--- src/rtl/cksum_pkg.sv ---
// Shared types, constants and the CRC byte step for the cksum block.
package cksum_pkg;

  // CRC-32 polynomial, MSB first, and the final inversion mask.
  localparam logic [31:0] CrcPoly   = 32'h04C1_1DB7;
  localparam logic [31:0] CrcXorOut = 32'hFFFF_FFFF;

  // Width of the running byte count (16 to 64); it wraps at this width.
  localparam int unsigned CountBits  = 64;
  // Width of the byte count as it leaves the block.
  localparam int unsigned ByteCountW = 64;

  // Command queue between the front and the back; the depth is a power of two.
  localparam int unsigned QueueDepth = 2;
  localparam int unsigned QueuePtrW  = (QueueDepth > 1) ? $clog2(QueueDepth) : 1;
  localparam int unsigned QueueCntW  = $clog2(QueueDepth + 1);

  // Operation codes carried on the input channel.
  typedef enum logic [1:0] {
    OP_BYTE     = 2'd0,
    OP_BYTE_FIN = 2'd1,
    OP_FIN      = 2'd2
  } op_e;

  // A classified request as it waits in the queue.
  typedef struct packed {
    logic       has_byte;
    logic       finish;
    logic [7:0] data;
  } cmd_t;

  // Write side of the queue.
  typedef struct packed {
    logic valid;
    cmd_t cmd;
  } q_push_t;

  // Head of the queue as seen by the back.
  typedef struct packed {
    logic valid;
    cmd_t cmd;
  } q_head_t;

  // Folds one byte into the CRC, most significant bit first.
  function automatic logic [31:0] crc_fold(logic [31:0] crc, logic [7:0] b);
    logic [31:0] c;
    c = crc ^ {b, 24'h00_0000};
    for (int i = 0; i < 8; i++) begin
      c = c[31] ? ((c << 1) ^ CrcPoly) : (c << 1);
    end
    return c;
  endfunction

endpackage

--- src/rtl/cksum_if.sv ---
// Valid/ready channel interfaces for the request and result sides of the cksum block.
interface cksum_in_if;
  logic       valid;
  logic       ready;
  logic [1:0] op;
  logic [7:0] data_byte;

  modport source (output valid, output op, output data_byte, input ready);
  modport sink   (input valid, input op, input data_byte, output ready);
endinterface

interface cksum_out_if;
  logic        valid;
  logic        ready;
  logic [31:0] checksum;
  logic [63:0] byte_count;

  modport source (output valid, output checksum, output byte_count, input ready);
  modport sink   (input valid, input checksum, input byte_count, output ready);
endinterface

--- src/rtl/posix_cksum_crc32.sv ---
// Top level of the POSIX cksum CRC-32 block: front end, command queue and CRC engine.
//
// Usage: requests arrive on data_i (op, data_byte) under valid/ready. Op 0 adds a
// message byte, op 1 adds a byte and finishes, op 2 (and the unused code 3)
// finishes without a byte. On finish, one result leaves on result_o carrying the
// inverted CRC-32 (length bytes folded in) and the message byte count.
// Throughput: one data byte per cycle while the engine is not busy with a finish,
// set by the single byte-wide CRC step in the engine. A finish occupies the engine
// while it walks L count bytes, where L (0 to 8) is the number of count bytes up
// to and including the highest non-zero byte, one byte per cycle, and then loads
// the result. A finishing request shows its result after it passes the queue, the
// length-byte walk in the engine and the output register.
// A two-entry queue lets requests keep arriving while the engine walks the
// length bytes or waits on the output. If the receiver stalls, the result stays
// in the output register, and the engine and then the queue fill before data_i
// drops ready.
// Reset (rst_ni low, asynchronous) empties the queue, clears the CRC and count
// and drops result_o.valid.
module posix_cksum_crc32
  import cksum_pkg::*;
(
  input  logic        clk_i,
  input  logic        rst_ni,
  cksum_in_if.sink    data_i,
  cksum_out_if.source result_o
);

  q_push_t push;
  q_head_t head;
  logic    full;
  logic    pop;

  cksum_front u_front (
    .data_i (data_i),
    .full_i (full),
    .push_o (push)
  );

  cksum_queue u_queue (
    .clk_i  (clk_i),
    .rst_ni (rst_ni),
    .push_i (push),
    .pop_i  (pop),
    .full_o (full),
    .head_o (head)
  );

  cksum_back u_back (
    .clk_i    (clk_i),
    .rst_ni   (rst_ni),
    .head_i   (head),
    .pop_o    (pop),
    .result_o (result_o)
  );

`ifndef SYNTHESIS
  // The engine only takes a request that the queue actually holds.
  assert property (@(posedge clk_i) disable iff (!rst_ni) pop |-> head.valid)
    else $error("engine popped an empty queue");

  // A new result is only loaded while the engine walks length bytes, never on a pop.
  assert property (@(posedge clk_i) disable iff (!rst_ni)
                   $rose(result_o.valid) |-> !$past(pop))
    else $error("result loaded in a cycle that popped the queue");

  // A waiting request is not lost while the engine is busy.
  assert property (@(posedge clk_i) disable iff (!rst_ni)
                   (head.valid && !pop) |=> head.valid)
    else $error("queued request vanished without a pop");
`endif

endmodule

--- src/rtl/cksum_front.sv ---
// Front end: takes requests from the input channel and classifies them for the queue.
module cksum_front
  import cksum_pkg::*;
(
  cksum_in_if.sink       data_i,
  input  logic           full_i,
  output q_push_t        push_o
);

  logic [1:0] op_code;
  cmd_t       cmd;

  // A request is taken whenever the queue has room.
  assign data_i.ready = !full_i;
  assign op_code      = data_i.op;

  // Decode the operation; the unused code is handled as a plain finish.
  always_comb begin
    cmd.data = data_i.data_byte;
    case (op_e'(op_code))
      OP_BYTE: begin
        cmd.has_byte = 1'b1;
        cmd.finish   = 1'b0;
      end
      OP_BYTE_FIN: begin
        cmd.has_byte = 1'b1;
        cmd.finish   = 1'b1;
      end
      default: begin
        cmd.has_byte = 1'b0;
        cmd.finish   = 1'b1;
      end
    endcase
  end

  assign push_o.valid = data_i.valid && !full_i;
  assign push_o.cmd   = cmd;

endmodule

--- src/rtl/cksum_queue.sv ---
// Small command queue that decouples the front end from the CRC engine.
module cksum_queue
  import cksum_pkg::*;
(
  input  logic    clk_i,
  input  logic    rst_ni,
  input  q_push_t push_i,
  input  logic    pop_i,
  output logic    full_o,
  output q_head_t head_o
);

  cmd_t                 entries_q [QueueDepth];
  logic [QueuePtrW-1:0] wr_ptr_q;
  logic [QueuePtrW-1:0] rd_ptr_q;
  logic [QueueCntW-1:0] cnt_q;
  logic                 do_push;
  logic                 do_pop;

  assign full_o  = (cnt_q == QueueCntW'(QueueDepth));
  assign do_push = push_i.valid && !full_o;
  assign do_pop  = pop_i && (cnt_q != '0);

  assign head_o.valid = (cnt_q != '0);
  assign head_o.cmd   = entries_q[rd_ptr_q];

  // Entry storage needs no reset; the count says what is live.
  always_ff @(posedge clk_i) begin
    if (do_push) begin
      entries_q[wr_ptr_q] <= push_i.cmd;
    end
  end

  // Pointers and fill count.
  always_ff @(posedge clk_i or negedge rst_ni) begin
    if (!rst_ni) begin
      wr_ptr_q <= '0;
      rd_ptr_q <= '0;
      cnt_q    <= '0;
    end else begin
      if (do_push) begin
        wr_ptr_q <= wr_ptr_q + QueuePtrW'(1);
      end
      if (do_pop) begin
        rd_ptr_q <= rd_ptr_q + QueuePtrW'(1);
      end
      if (do_push && !do_pop) begin
        cnt_q <= cnt_q + QueueCntW'(1);
      end else if (do_pop && !do_push) begin
        cnt_q <= cnt_q - QueueCntW'(1);
      end
    end
  end

endmodule

--- src/rtl/cksum_back.sv ---
// Back end: CRC engine, byte counter, length-byte sequencer and result register.
module cksum_back
  import cksum_pkg::*;
(
  input  logic        clk_i,
  input  logic        rst_ni,
  input  q_head_t     head_i,
  output logic        pop_o,
  cksum_out_if.source result_o
);

  typedef enum logic {
    ST_RUN,
    ST_LEN
  } state_e;

  state_e                 state_q, state_d;
  logic [31:0]            crc_q, crc_d;
  logic [CountBits-1:0]   cnt_q, cnt_d;
  logic [CountBits-1:0]   len_q, len_d;
  logic                   out_valid_q, out_valid_d;
  logic [31:0]            out_crc_q, out_crc_d;
  logic [ByteCountW-1:0]  out_cnt_q, out_cnt_d;
  logic [31:0]            crc_n;
  logic [CountBits-1:0]   cnt_n;

  assign result_o.valid      = out_valid_q;
  assign result_o.checksum   = out_crc_q;
  assign result_o.byte_count = out_cnt_q;

  // Fold the head byte, if any, into the running CRC and count.
  always_comb begin
    crc_n = head_i.cmd.has_byte ? crc_fold(crc_q, head_i.cmd.data) : crc_q;
    cnt_n = head_i.cmd.has_byte ? (cnt_q + CountBits'(1)) : cnt_q;
  end

  // Next-state logic: one byte per cycle, then the count bytes on finish.
  always_comb begin
    state_d     = state_q;
    crc_d       = crc_q;
    cnt_d       = cnt_q;
    len_d       = len_q;
    out_valid_d = out_valid_q;
    out_crc_d   = out_crc_q;
    out_cnt_d   = out_cnt_q;
    pop_o       = 1'b0;

    if (out_valid_q && result_o.ready) begin
      out_valid_d = 1'b0;
    end

    case (state_q)
      ST_RUN: begin
        if (head_i.valid) begin
          pop_o = 1'b1;
          crc_d = crc_n;
          cnt_d = cnt_n;
          if (head_i.cmd.finish) begin
            len_d   = cnt_n;
            state_d = ST_LEN;
          end
        end
      end
      ST_LEN: begin
        if (len_q != '0) begin
          // Length bytes go in least significant first until none remain.
          crc_d = crc_fold(crc_q, len_q[7:0]);
          len_d = len_q >> 8;
        end else if (!out_valid_q || result_o.ready) begin
          out_valid_d = 1'b1;
          out_crc_d   = crc_q ^ CrcXorOut;
          out_cnt_d   = ByteCountW'(cnt_q);
          crc_d       = '0;
          cnt_d       = '0;
          state_d     = ST_RUN;
        end
      end
      default: begin
        state_d = ST_RUN;
      end
    endcase
  end

  // State, running CRC and count, and the result register.
  always_ff @(posedge clk_i or negedge rst_ni) begin
    if (!rst_ni) begin
      state_q     <= ST_RUN;
      crc_q       <= '0;
      cnt_q       <= '0;
      len_q       <= '0;
      out_valid_q <= 1'b0;
      out_crc_q   <= '0;
      out_cnt_q   <= '0;
    end else begin
      state_q     <= state_d;
      crc_q       <= crc_d;
      cnt_q       <= cnt_d;
      len_q       <= len_d;
      out_valid_q <= out_valid_d;
      out_crc_q   <= out_crc_d;
      out_cnt_q   <= out_cnt_d;
    end
  end

endmodule

--- src/flat_wrapper.sv ---
// flat-port wrapper written by rule: the top's interface ports become plain ports
module posix_cksum_crc32_flat import cksum_pkg::*;
  (clk_i, rst_ni, data_i_valid, data_i_op, data_i_data_byte, data_i_ready, result_o_valid, result_o_checksum, result_o_byte_count, result_o_ready);
  cksum_in_if data_i_i ();
  cksum_out_if result_o_i ();
  input  logic clk_i;
  input  logic rst_ni;
  input wire logic [$bits(data_i_i.valid)-1:0] data_i_valid;
  input wire logic [$bits(data_i_i.op)-1:0] data_i_op;
  input wire logic [$bits(data_i_i.data_byte)-1:0] data_i_data_byte;
  output wire logic [$bits(data_i_i.ready)-1:0] data_i_ready;
  output wire logic [$bits(result_o_i.valid)-1:0] result_o_valid;
  output wire logic [$bits(result_o_i.checksum)-1:0] result_o_checksum;
  output wire logic [$bits(result_o_i.byte_count)-1:0] result_o_byte_count;
  input wire logic [$bits(result_o_i.ready)-1:0] result_o_ready;
  assign data_i_i.valid = data_i_valid;
  assign data_i_i.op = data_i_op;
  assign data_i_i.data_byte = data_i_data_byte;
  assign data_i_ready = data_i_i.ready;
  assign result_o_valid = result_o_i.valid;
  assign result_o_checksum = result_o_i.checksum;
  assign result_o_byte_count = result_o_i.byte_count;
  assign result_o_i.ready = result_o_ready;
  posix_cksum_crc32 u_core (.clk_i(clk_i), .rst_ni(rst_ni), .data_i(data_i_i), .result_o(result_o_i));
endmodule
--- config.mk ---
export PLATFORM = sky130hd
export DESIGN_NAME = posix_cksum_crc32_flat
export DESIGN_NICKNAME = d
export VERILOG_FILES = /design/src/rtl/cksum_pkg.sv /design/src/rtl/cksum_if.sv /design/src/rtl/posix_cksum_crc32.sv /design/src/rtl/cksum_front.sv /design/src/rtl/cksum_queue.sv /design/src/rtl/cksum_back.sv /design/src/flat_wrapper.sv
export SDC_FILE = /design/constraint.sdc
export NUM_CORES = 1
export LEC_CHECK = 0
export BUFFER_PORTS_ARGS = -buffer_cell sky130_fd_sc_hd__buf_2
export CAP_MARGIN = 25
export CORE_AREA = 8 8 230 232
export CTS_CLUSTER_SIZE = 8
export DETAILED_ROUTE_END_ITERATION = 10
export DIE_AREA = 0 0 238 240
export GPL_TIMING_DRIVEN = 0
export PLACE_DENSITY = 0.54
export SETUP_SLACK_MARGIN = 0.1
export SYNTH_ARGS = -nofsm -noshare
export SYNTH_HDL_FRONTEND = slang
export SYNTH_SLANG_ARGS = --single-unit
--- constraint.sdc ---
create_clock -name clk_i -period 5.95 [get_ports clk_i]
set_clock_uncertainty 0.1 [all_clocks]
set_input_delay 0.595 -clock clk_i [delete_from_list [all_inputs] [get_ports clk_i]]
set_output_delay 0.595 -clock clk_i [all_outputs]
set_load 0.02 [all_outputs]
## Yosys cells after proc, flatten, opt, wreduce, memory -nomap -nowiden

Memories as Yosys holds them, arrays and structs flattened.
Index checks and enable logic that the tools add are counted.

- ROM bits: 0
- Output and inout bits: 98
- Input bits: 14
- Latch bits: 0
- Flip-flop bits (word level): 262
- Word-level logic and storage cells: 111
- Bits in writable memories: 20
- Memories: 1

Memory list:

| memory | words | width | rd ports | clocked after memory_dff | wr ports | line | text |
|---|---|---|---|---|---|---|---|
| u_core.u_queue.entries_q | 2 | 10 | 1 | 0 | 1 | cksum_queue.sv:13 | `cmd_t entries_q [QueueDepth];` |

- Equal/unequal tests: 9
- Reduce and logical (&&, ||, !) cells: 19
- Magnitude comparators: 0
- Shift-type cells: 0
- Muxes and demuxes: 46
- Bitwise logic cells: 21
- Add/subtract/negate cells: 5
- Div/mod/pow operators: 0
- $mul: 0

Operators with widths:

| cell | number |
|---|---|
| 64-bit 2-to-1 mux | 7 |
| 27-bit 2-to-1 mux | 16 |
| 64-bit one-hot mux with 2 select lines | 2 |
| 14-bit NOT | 16 |
| 32-bit 2-to-1 mux | 4 |
| 64-bit by 1-bit adder with 64-bit output, second input constant | 1 |
| 32-bit one-hot mux with 2 select lines | 1 |
| 64-bit nonzero test | 1 |
| 32-bit XOR | 2 |
| 32-bit NOT | 1 |
| 1-bit 2-to-1 mux | 12 |
| 3-bit AND reduction | 4 |
| 2-bit by 1-bit != test with 1-bit output, second input constant | 4 |
| 1-bit logical AND | 6 |
| 1-bit zero test | 4 |
| 2-bit 2-to-1 mux | 2 |
| 2-bit != test, second input constant | 2 |
| 2-bit one-hot mux with 2 select lines | 1 |
| 2-bit nonzero test | 2 |
| 3-bit by 1-bit != test with 1-bit output, second input constant | 1 |
| 1-bit adder, second input constant | 2 |
| 2-bit by 1-bit adder with 2-bit output, second input constant | 1 |
| 2-bit by 1-bit equality test with 1-bit output, second input constant | 1 |
| 2-bit equality test, second input constant | 1 |
| other kinds (5) | 6 |

## Longest topological paths before layout

Gate-level depths: netlist (run 1).
An unclocked memory read counts as a cell.

- Word-level depth: 21
- Gate-level depth with buffers: 11
- Depth with buffers taken out: 7

## Cells and area by module

Synthesis (run 1) repeated with hierarchy kept, for this count alone.

- Cells, all modules: 1,479
- Area, all modules: 15,087.0 um^2

Modules (own cells, without submodules):

| module | times used | sequential area each (um^2) | area each (um^2) | cells each |
|---|---|---|---|---|
| cksum_back | 1 | 6,456.2 | 14,038.5 | 1,417 |
| cksum_queue | 1 | 700.7 | 968.4 | 50 |
| cksum_front | 1 | 0.0 | 80.1 | 12 |

## Worst setup path after synthesis (run 1)

Ideal clock, no wire load.

- Path type: reg-to-reg
- Start: reg u_core.u_back.len_q[6]
- End: reg u_core.u_back.len_q[0]
- Required time: 5,725 ps
- Setup slack: 3,448 ps
- Setup time: 125 ps
- Arrival: 2,277 ps
- Cell stages (with the launch flop): 8
- Buffers on the path: 2
- Period minus slack after synthesis: 2,502 ps
- Cells stage by stage: dfrtp_1 nor4_1 nand4_1 or4_1 a21oi_1 buf_2 buf_4 mux2_2

- Longest elaborated chain between the ends: 3

Ends and longest elaborated chain:

| what | line | text |
|---|---|---|
| start: declaration | cksum_back.sv:20 | `logic [CountBits-1:0] len_q, len_d;` |
| start signal: assignment | cksum_back.sv:98 | `len_q <= len_d;` |
| 64-bit nonzero test | cksum_back.sv:65 | `if (len_q != '0) begin` |
| 2-bit by 1-bit != test with 1-bit output (no line) | - |  |
| 3-bit AND reduction (no line) | - |  |

Every way passes these cells.
A chain may end at the register's enable or synchronous reset.

## Worst setup path in the final report (run 1)

- Start: reg u_core.u_back.len_q[33]
- End: reg u_core.u_back.cnt_q[31]

- Longest elaborated chain between the ends: 3

Ends and longest elaborated chain:

| what | line | text |
|---|---|---|
| 64-bit nonzero test | cksum_back.sv:65 |  |
| 2-bit != test (no line) | - |  |
| 3-bit AND reduction (no line) | - |  |
| end signal: assignment | cksum_back.sv:97 | `cnt_q <= cnt_d;` |
| end: declaration | cksum_back.sv:19 | `logic [CountBits-1:0] cnt_q, cnt_d;` |

Every way passes these cells.

==> out/metrics.csv, run 1 <==
stage,metric,value,unit
status,outcome,"complete, no violations",
clocking,CTS tree,built,
floorplanning,die footprint,57100,um^2
clocking,Num CTS Buffers,41,
synth,Post-synth EDFFs,20,
clocking,post-CTS setup buffers,0,
detailed_routing,drt total wl,47300,um
clocking,Sinks on Clock Net,282,
finish,area of the multi-input gates,7020,um^2
pwr,leakage dissipation,0.00716,uW
synth,area share of the largest cell type after synthesis,44.9,%
detailed_routing,WL per Instance,21.0,um
synth,"Cell Area, Synth",14600,um^2
detailed_routing,DR vias/cell,5.20,
timing,fin crit period,3.88,ns
synth,Post-Synthesis Cells,1411,
setup_path,WS Path Type,register to register,
clocking,CTS H-tree depth,2,
detailed_routing,DRT iter0 DRCs,931,
min_path,Hold Crit Class,input pin to register,
floorplanning,Core Area,49500,um^2
detailed_routing,1st-pass router iterations,5,
global_routing,number of global-route vias before repair,11764,
timing,final number of max-transition violations,0,
synth,yosys warns,0,
synth,ys async rst share,92.9,%
setup_path,critical path endpoint category,register,
floorplanning,Die W,238,um
pwr,total power,12500,uW
pwr,Worst VDD drop,0.303,mV
placement,Port Buf Inserts,111,
finish,Fillers,5060,
global_routing,largest net degree at the start of global routing,117,
flow_run,max-cap check violation count,0,
finish,ant diodes,0,
timing,RSZ-0062 raised after global routing,false,
global_routing,Tot GR Track Use,16.4,%
synth,top post-synthesis cells by count,"dfrtp_1 (262), nand2_1 (154), o21ai_0 (142)",
clocking,worst skew pair latency,0.55,ns
setup_path,Worst Path Arrival,4.19,ns
synth,top-count cell post-synth,dfrtp_1,
timing,"Hold Vio Cnt, Final",0,
clocking,root buffer cell,clkbuf_16,
clocking,Worst-path clk slew,0.05,ns
finish,share of cells above drive strength 1,15.7,%
detailed_routing,ANT nets after route,0,
synth,#FFs+latches synth,282,
timing,final setup vio count,0,
synth,largest area contributor in the netlist,dfrtp_1,
timing,Hold WS,0.144,ns
floorplanning,I/O Pins,112,
timing,Fmax,258,MHz
timing,Slew headroom,27.8,%
finish,FF+latch area,7160,um^2
synth,Netlist cell types,59,
detailed_routing,Vias,11704,
synth,Most used DFF post-synth,dfrtp_1,
synth,syn_area_per_cell,10.4,um^2
placement,Post-Place Cells,2197,
placement,Routability Congestion,0.898,
global_routing,first-pass GRT wire length,73000,um
synth,synth top area cells,"dfrtp_1 (45%), xnor2_1 (6.4%), o21ai_0 (4.9%)",
global_routing,total grt overflow,0,
floorplanning,row cnt,82,
setup_path,"Max FO, Critical Path",10,
timing,final period utilization,65.2,%
detailed_routing,Remaining DRCs,0,
timing,Worst Tran Pin Value,1.08,ns
setup_path,"Data required, critical path",6.26,ns
synth,Post-Syn Nets,1427,
synth,"Seq/Total Area, Yosys",49.0,%
global_routing,initial antenna violation count,2,
pwr,Pwr Density,727,nW/um^2
floorplanning,Starting Density,29.5,%
finish,Layout area overhead,17.8,%
setup_path,element type at the critical path start,register,
placement,post-DP HPWL,34600,um
timing,TNS Setup,0,ns
floorplanning,Die Height,240,um
finish,fin nets,1585,
finish,final std cells w/o fill,2249,
clocking,clk buf depth,3,
[flip-flops by register name (all words and copies together) (netlist names)]
name,flops
u_core.u_back.cnt_q,64
u_core.u_back.len_q,64
u_core.u_back.result_o.byte_count,64
u_core.u_back.crc_q,32
u_core.u_back.result_o.checksum,32
u_core.u_queue.entries_q,20
u_core.u_queue.cnt_q,2
u_core.u_back.result_o.valid,1
u_core.u_back.state_q,1
u_core.u_queue.rd_ptr_q,1
u_core.u_queue.wr_ptr_q,1
[power breakdown]
part           switching, uW  internal (uW)
clock                    847           1290
sequential               765           2760
combinational           3980           2870
[what timing repair did]
action | 4_1_cts | 5_1_grt
resized for setup | 0 | 0
hold buffers | 1 | 0
endpoints found under the hold margin | 50 | 0
[cell families after synthesis]
group,share of synthesized area (%)
mux,8.12
compound gates,14.1
fa+ha+maj,0.171
flops,49.0
simple gates,13.3
xor+xnor,12.4
buf+inv,2.95
[layer usage]
layer	vias up	wire [um]	global-route usage, %
li1	5393	-	-
met1	5903	21300	22.2
met2	344	22500	26.8
met3	64	2530	2.72
met4	0	1050	4.95
met5	-	0	0
[placed cells by master, fill, tap and decap left out, types with 43 or more instances in the layout]
master / n
nor2_1: 54
nand2_1: 154
clkbuf_16: 43
mux2_2: 47
xor2_1: 72
clkbuf_1: 72
buf_2: 124
dfrtp_1: 262
xnor2_1: 106
o21ai_0: 142
[path summary, 6_finish.rpt]
check | startpoint | to | slack (ns) | cells past startpoint
setup / recovery | u_core.u_back.len_q[33] | u_core.u_back.cnt_q[31] | 2.07 | 8
hold / removal | data_i_data_byte[3] | u_core.u_queue.entries_q[1][3] | 0.14 | 1
setup reg to reg | u_core.u_back.len_q[33] | u_core.u_back.cnt_q[31] | 2.07 | 8
hold reg to reg | u_core.u_back.result_o.checksum[5] | u_core.u_back.result_o.checksum[5] | 0.37 | 2
max in group asynchronous | rst_ni | u_core.u_back.result_o.byte_count[45] | 3.90 | 4
min in group asynchronous | rst_ni | u_core.u_back.result_o.checksum[6] | 0.45 | 2
[final cells by class]
| cell class | instances | area share, % |
|---|---|---|
| clock inverters | 2 | 0.0800 |
| multi-input cells | 1021 | 40.8 |
| clock buffers | 49 | 6.44 |
| repair buffers | 115 | 3.72 |
| flip-flops and latches | 282 | 41.6 |
| plain buffers | 94 | 2.20 |
| inverters | 14 | 0.305 |
| well taps | 672 | 4.88 |
[stage by stage]
stage               utilization (%)  area, um^2  setup WS (ns)
global route                   34.8       17200           1.87
CTS                            34.8       17200           2.11
finish                         34.8       17200           2.07
floorplan                         -       14600           3.45
global placement               32.4       16000         -0.915
detailed placement             32.5       16100           2.13
[critical path, cell delays in order (launching register included)]
cell	delay [ns]
dfrtp_1	0.40
nor4_1	0.66
nand4_1	0.33
nor4_4	0.61
a21oi_1	0.27
clkbuf_1	0.46
clkbuf_1	0.46
o21ai_0	0.32
o41ai_1	0.13
(Power assumes the default switching activity.)
==> inputs of run 2 (changes only) <==
Clock period 5.95 ns to 4.01 ns, I/O delays scaled along.
==> run 2 against run 1 <==
Against the previous run:
- utilization increased by 0.17 points
- clock-buffer cell count stayed put
- highest routed layer unchanged
- flip-flop and latch count stayed put
- largest power group unchanged
- non-clock buffer count rose by 8
==> out/metrics.csv, run 2 (synthesis gave the netlist of run 1 again) <==
stage,metric,value,unit,change
floorplanning,I/O Pins,112,,unchanged
global_routing,total grt overflow,0,,unchanged
setup_path,"Top cell by count, worst path",clkbuf_1,,
floorplanning,die footprint,57100,um^2,unchanged
min_path,Hold Crit Class,input pin to register,,
setup_path,critical path endpoint category,register,,
pwr,leakage dissipation,0.00720,uW,+0.49%
timing,Slew headroom,28.3,%,+0.58 points
finish,fin nets,1593,,+0.50%
floorplanning,row cnt,82,,unchanged
pwr,total power,18600,uW,+48%
timing,TNS Setup,0,ns,unchanged
placement,post-DP HPWL,34600,um,unchanged
timing,Worst Tran Pin Value,1.07,ns,-0.00868 ns
global_routing,Tot GR Track Use,16.4,%,about the same
timing,final setup vio count,0,,unchanged
detailed_routing,DRT iter0 DRCs,962,,+3.3%
detailed_routing,WL per Instance,20.9,um,-0.64%
setup_path,worst setup path start,u_core.u_back.len_q[33],,
setup_path,Worst Path Arrival,3.92,ns,-0.27 ns
setup_path,r2r setup slk,0.39,ns,-1.68 ns
detailed_routing,1st-pass router iterations,5,,unchanged
flow_run,max-cap check violation count,0,,unchanged
timing,RSZ-0062 raised after global routing,false,,
setup_path,"Max FO, Critical Path",10,,unchanged
clocking,root buffer cell,clkbuf_16,,
detailed_routing,drt total wl,47200,um,-0.29%
timing,fin crit period,3.62,ns,-0.263 ns
clocking,worst skew pair latency,0.55,ns,about the same
finish,ant diodes,0,,unchanged
clocking,clk buf depth,3,,unchanged
placement,Port Buf Inserts,111,,unchanged
status,outcome,"complete, no violations",,
setup_path,element type at the critical path start,register,,
setup_path,WS Path Type,register to register,,
detailed_routing,Remaining DRCs,0,,unchanged
finish,Layout area overhead,18.4,%,
setup_path,RR Startpoint,u_core.u_back.len_q[33],,
timing,final period utilization,90.2,%,+25 points
global_routing,first-pass GRT wire length,73100,um,+0.12%
pwr,Worst VDD drop,0.447,mV,+47%
placement,placed inst area,16100,um^2,unchanged
setup_path,crit path cell chain,nor4_2 > nand4_1 > nor4_4 > a21oi_1 > clkbuf_1 > clkbuf_1 > o21ai_0 > o41ai_1,,
setup_path,crit-path max cell delay,0.60,ns,-0.06 ns
timing,final number of max-transition violations,0,,unchanged
timing,Hold WS,0.0367,ns,-0.107 ns
clocking,Sinks on Clock Net,282,,unchanged
timing,Fmax,277,MHz,+7.3%
placement,Routability Congestion,0.898,,unchanged
finish,most frequent cells in the layout,"dfrtp_1 (262), nand2_1 (154), o21ai_0 (142), buf_2 (124), xnor2_1 (106)",,
setup_path,Crit Reg-Reg Endpoint,u_core.u_back.cnt_q[31],,
timing,"Hold Vio Cnt, Final",0,,unchanged
detailed_routing,DR vias/cell,5.19,,-0.18%
clocking,Num CTS Buffers,41,,unchanged
setup_path,slowest CP cell,nor4_4,,
finish,Final Cell Area,17300,um^2,+0.50%
clocking,CTS tree,built,,
setup_path,worst r2r path cells,8,,unchanged
finish,share of cells above drive strength 1,15.6,%,-0.016 points
detailed_routing,ANT nets after route,0,,unchanged
floorplanning,Die W,238,um,unchanged
global_routing,initial antenna violation count,2,,unchanged
setup_path,"Data required, critical path",4.32,ns,-1.94 ns
clocking,Worst-path clk slew,0.05,ns,about the same
global_routing,largest net degree at the start of global routing,117,,unchanged
detailed_routing,Vias,11725,,+0.18%
clocking,CTS H-tree depth,2,,unchanged
floorplanning,Die Height,240,um,unchanged
finish,"most common cell after layout, fill and taps aside",dfrtp_1,,
setup_path,CP endpoint,u_core.u_back.cnt_q[31],,
floorplanning,Starting Density,29.5,%,unchanged
global_routing,number of global-route vias before repair,11797,,+0.28%
floorplanning,Core Area,49500,um^2,unchanged
pwr,Pwr Density,1070,nW/um^2,+48%
-- run 2: cell types whose count changed in the layout (fill, tap and decap cells not counted) --
cell / change
nor4_1: -1
nor4_2: +1
dlygate4sd3_1: +8
-- run 2: where the power goes --
part	internal [uW]	leakage [uW]	switching, uW	total, uW
registers	4100	0.00355	1140	5240
logic	4270	0.00310	5900	10200
clock network	1910	0.000551	1250	3160
-- run 2: repair_timing --
action / in CTS / in global routing
setup endpoints to repair: 0 / 61
endpoints found under the hold margin: 66 / 0
setup buffers: 0 / 0
resized for setup: 0 / 1
hold buffers: 9 / 0
-- run 2: layout make-up --
cell class | count | area [um^2]
timing repair buffer | 123 | 721
inverter | 14 | 52.6
tap | 672 | 841
fill | 5058 | 32200
clock inverter | 2 | 13.8
clock buffer | 49 | 1110
multi-input combinational | 1021 | 7030
buffer | 94 | 378
sequential | 282 | 7160
-- run 2: worst min-delay path by stage --
stage / start / endpoint / slack (ns) / depth (start not counted)
after detailed placement: rst_ni / u_core.u_back.result_o.checksum[6] / 0.25 / 1
after CTS: data_i_op[1] / u_core.u_queue.entries_q[1][9] / 0.009 / 2
after global placement: u_core.u_back.result_o.checksum[14] / u_core.u_back.result_o.checksum[14] / 0.36 / 2
final: data_i_op[1] / u_core.u_queue.entries_q[1][9] / 0.04 / 2
after floorplan: rst_ni / u_core.u_back.cnt_q[0] / 0.005 / 0
after global routing: data_i_op[1] / u_core.u_queue.entries_q[1][9] / 0.02 / 2
-- run 2: through the flow --
step / instances / utilization, % / worst slack, ns
2_1_floorplan: 1411 / - / 1.51
3_3_place_gp: 2194 / 32.4 / -2.66
3_5_place_dp: 2197 / 32.5 / 0.190
4_1_cts: 2257 / 35.0 / 0.168
5_1_grt: 2257 / 35.0 / 0.132
6_report: 2257 / 35.0 / 0.394
-- run 2: metal layers --
layer | vias to the layer above | GRT usage (%) | wire length (um)
met3 | 66 | 2.72 | 2550
met5 | - | 0 | 0
met1 | 5896 | 22.2 | 21100
met4 | 0 | 4.95 | 1050
li1 | 5408 | - | -
met2 | 355 | 26.8 | 22500
-- run 2: critical path, delay by kind of cell (launching register included) --
| family | cells | cell delay (ns) |
|---|---|---|
| simple gates | 3 | 1.35 |
| buf+inv | 2 | 0.89 |
| compound gates | 3 | 0.71 |
| flops | 1 | 0.41 |
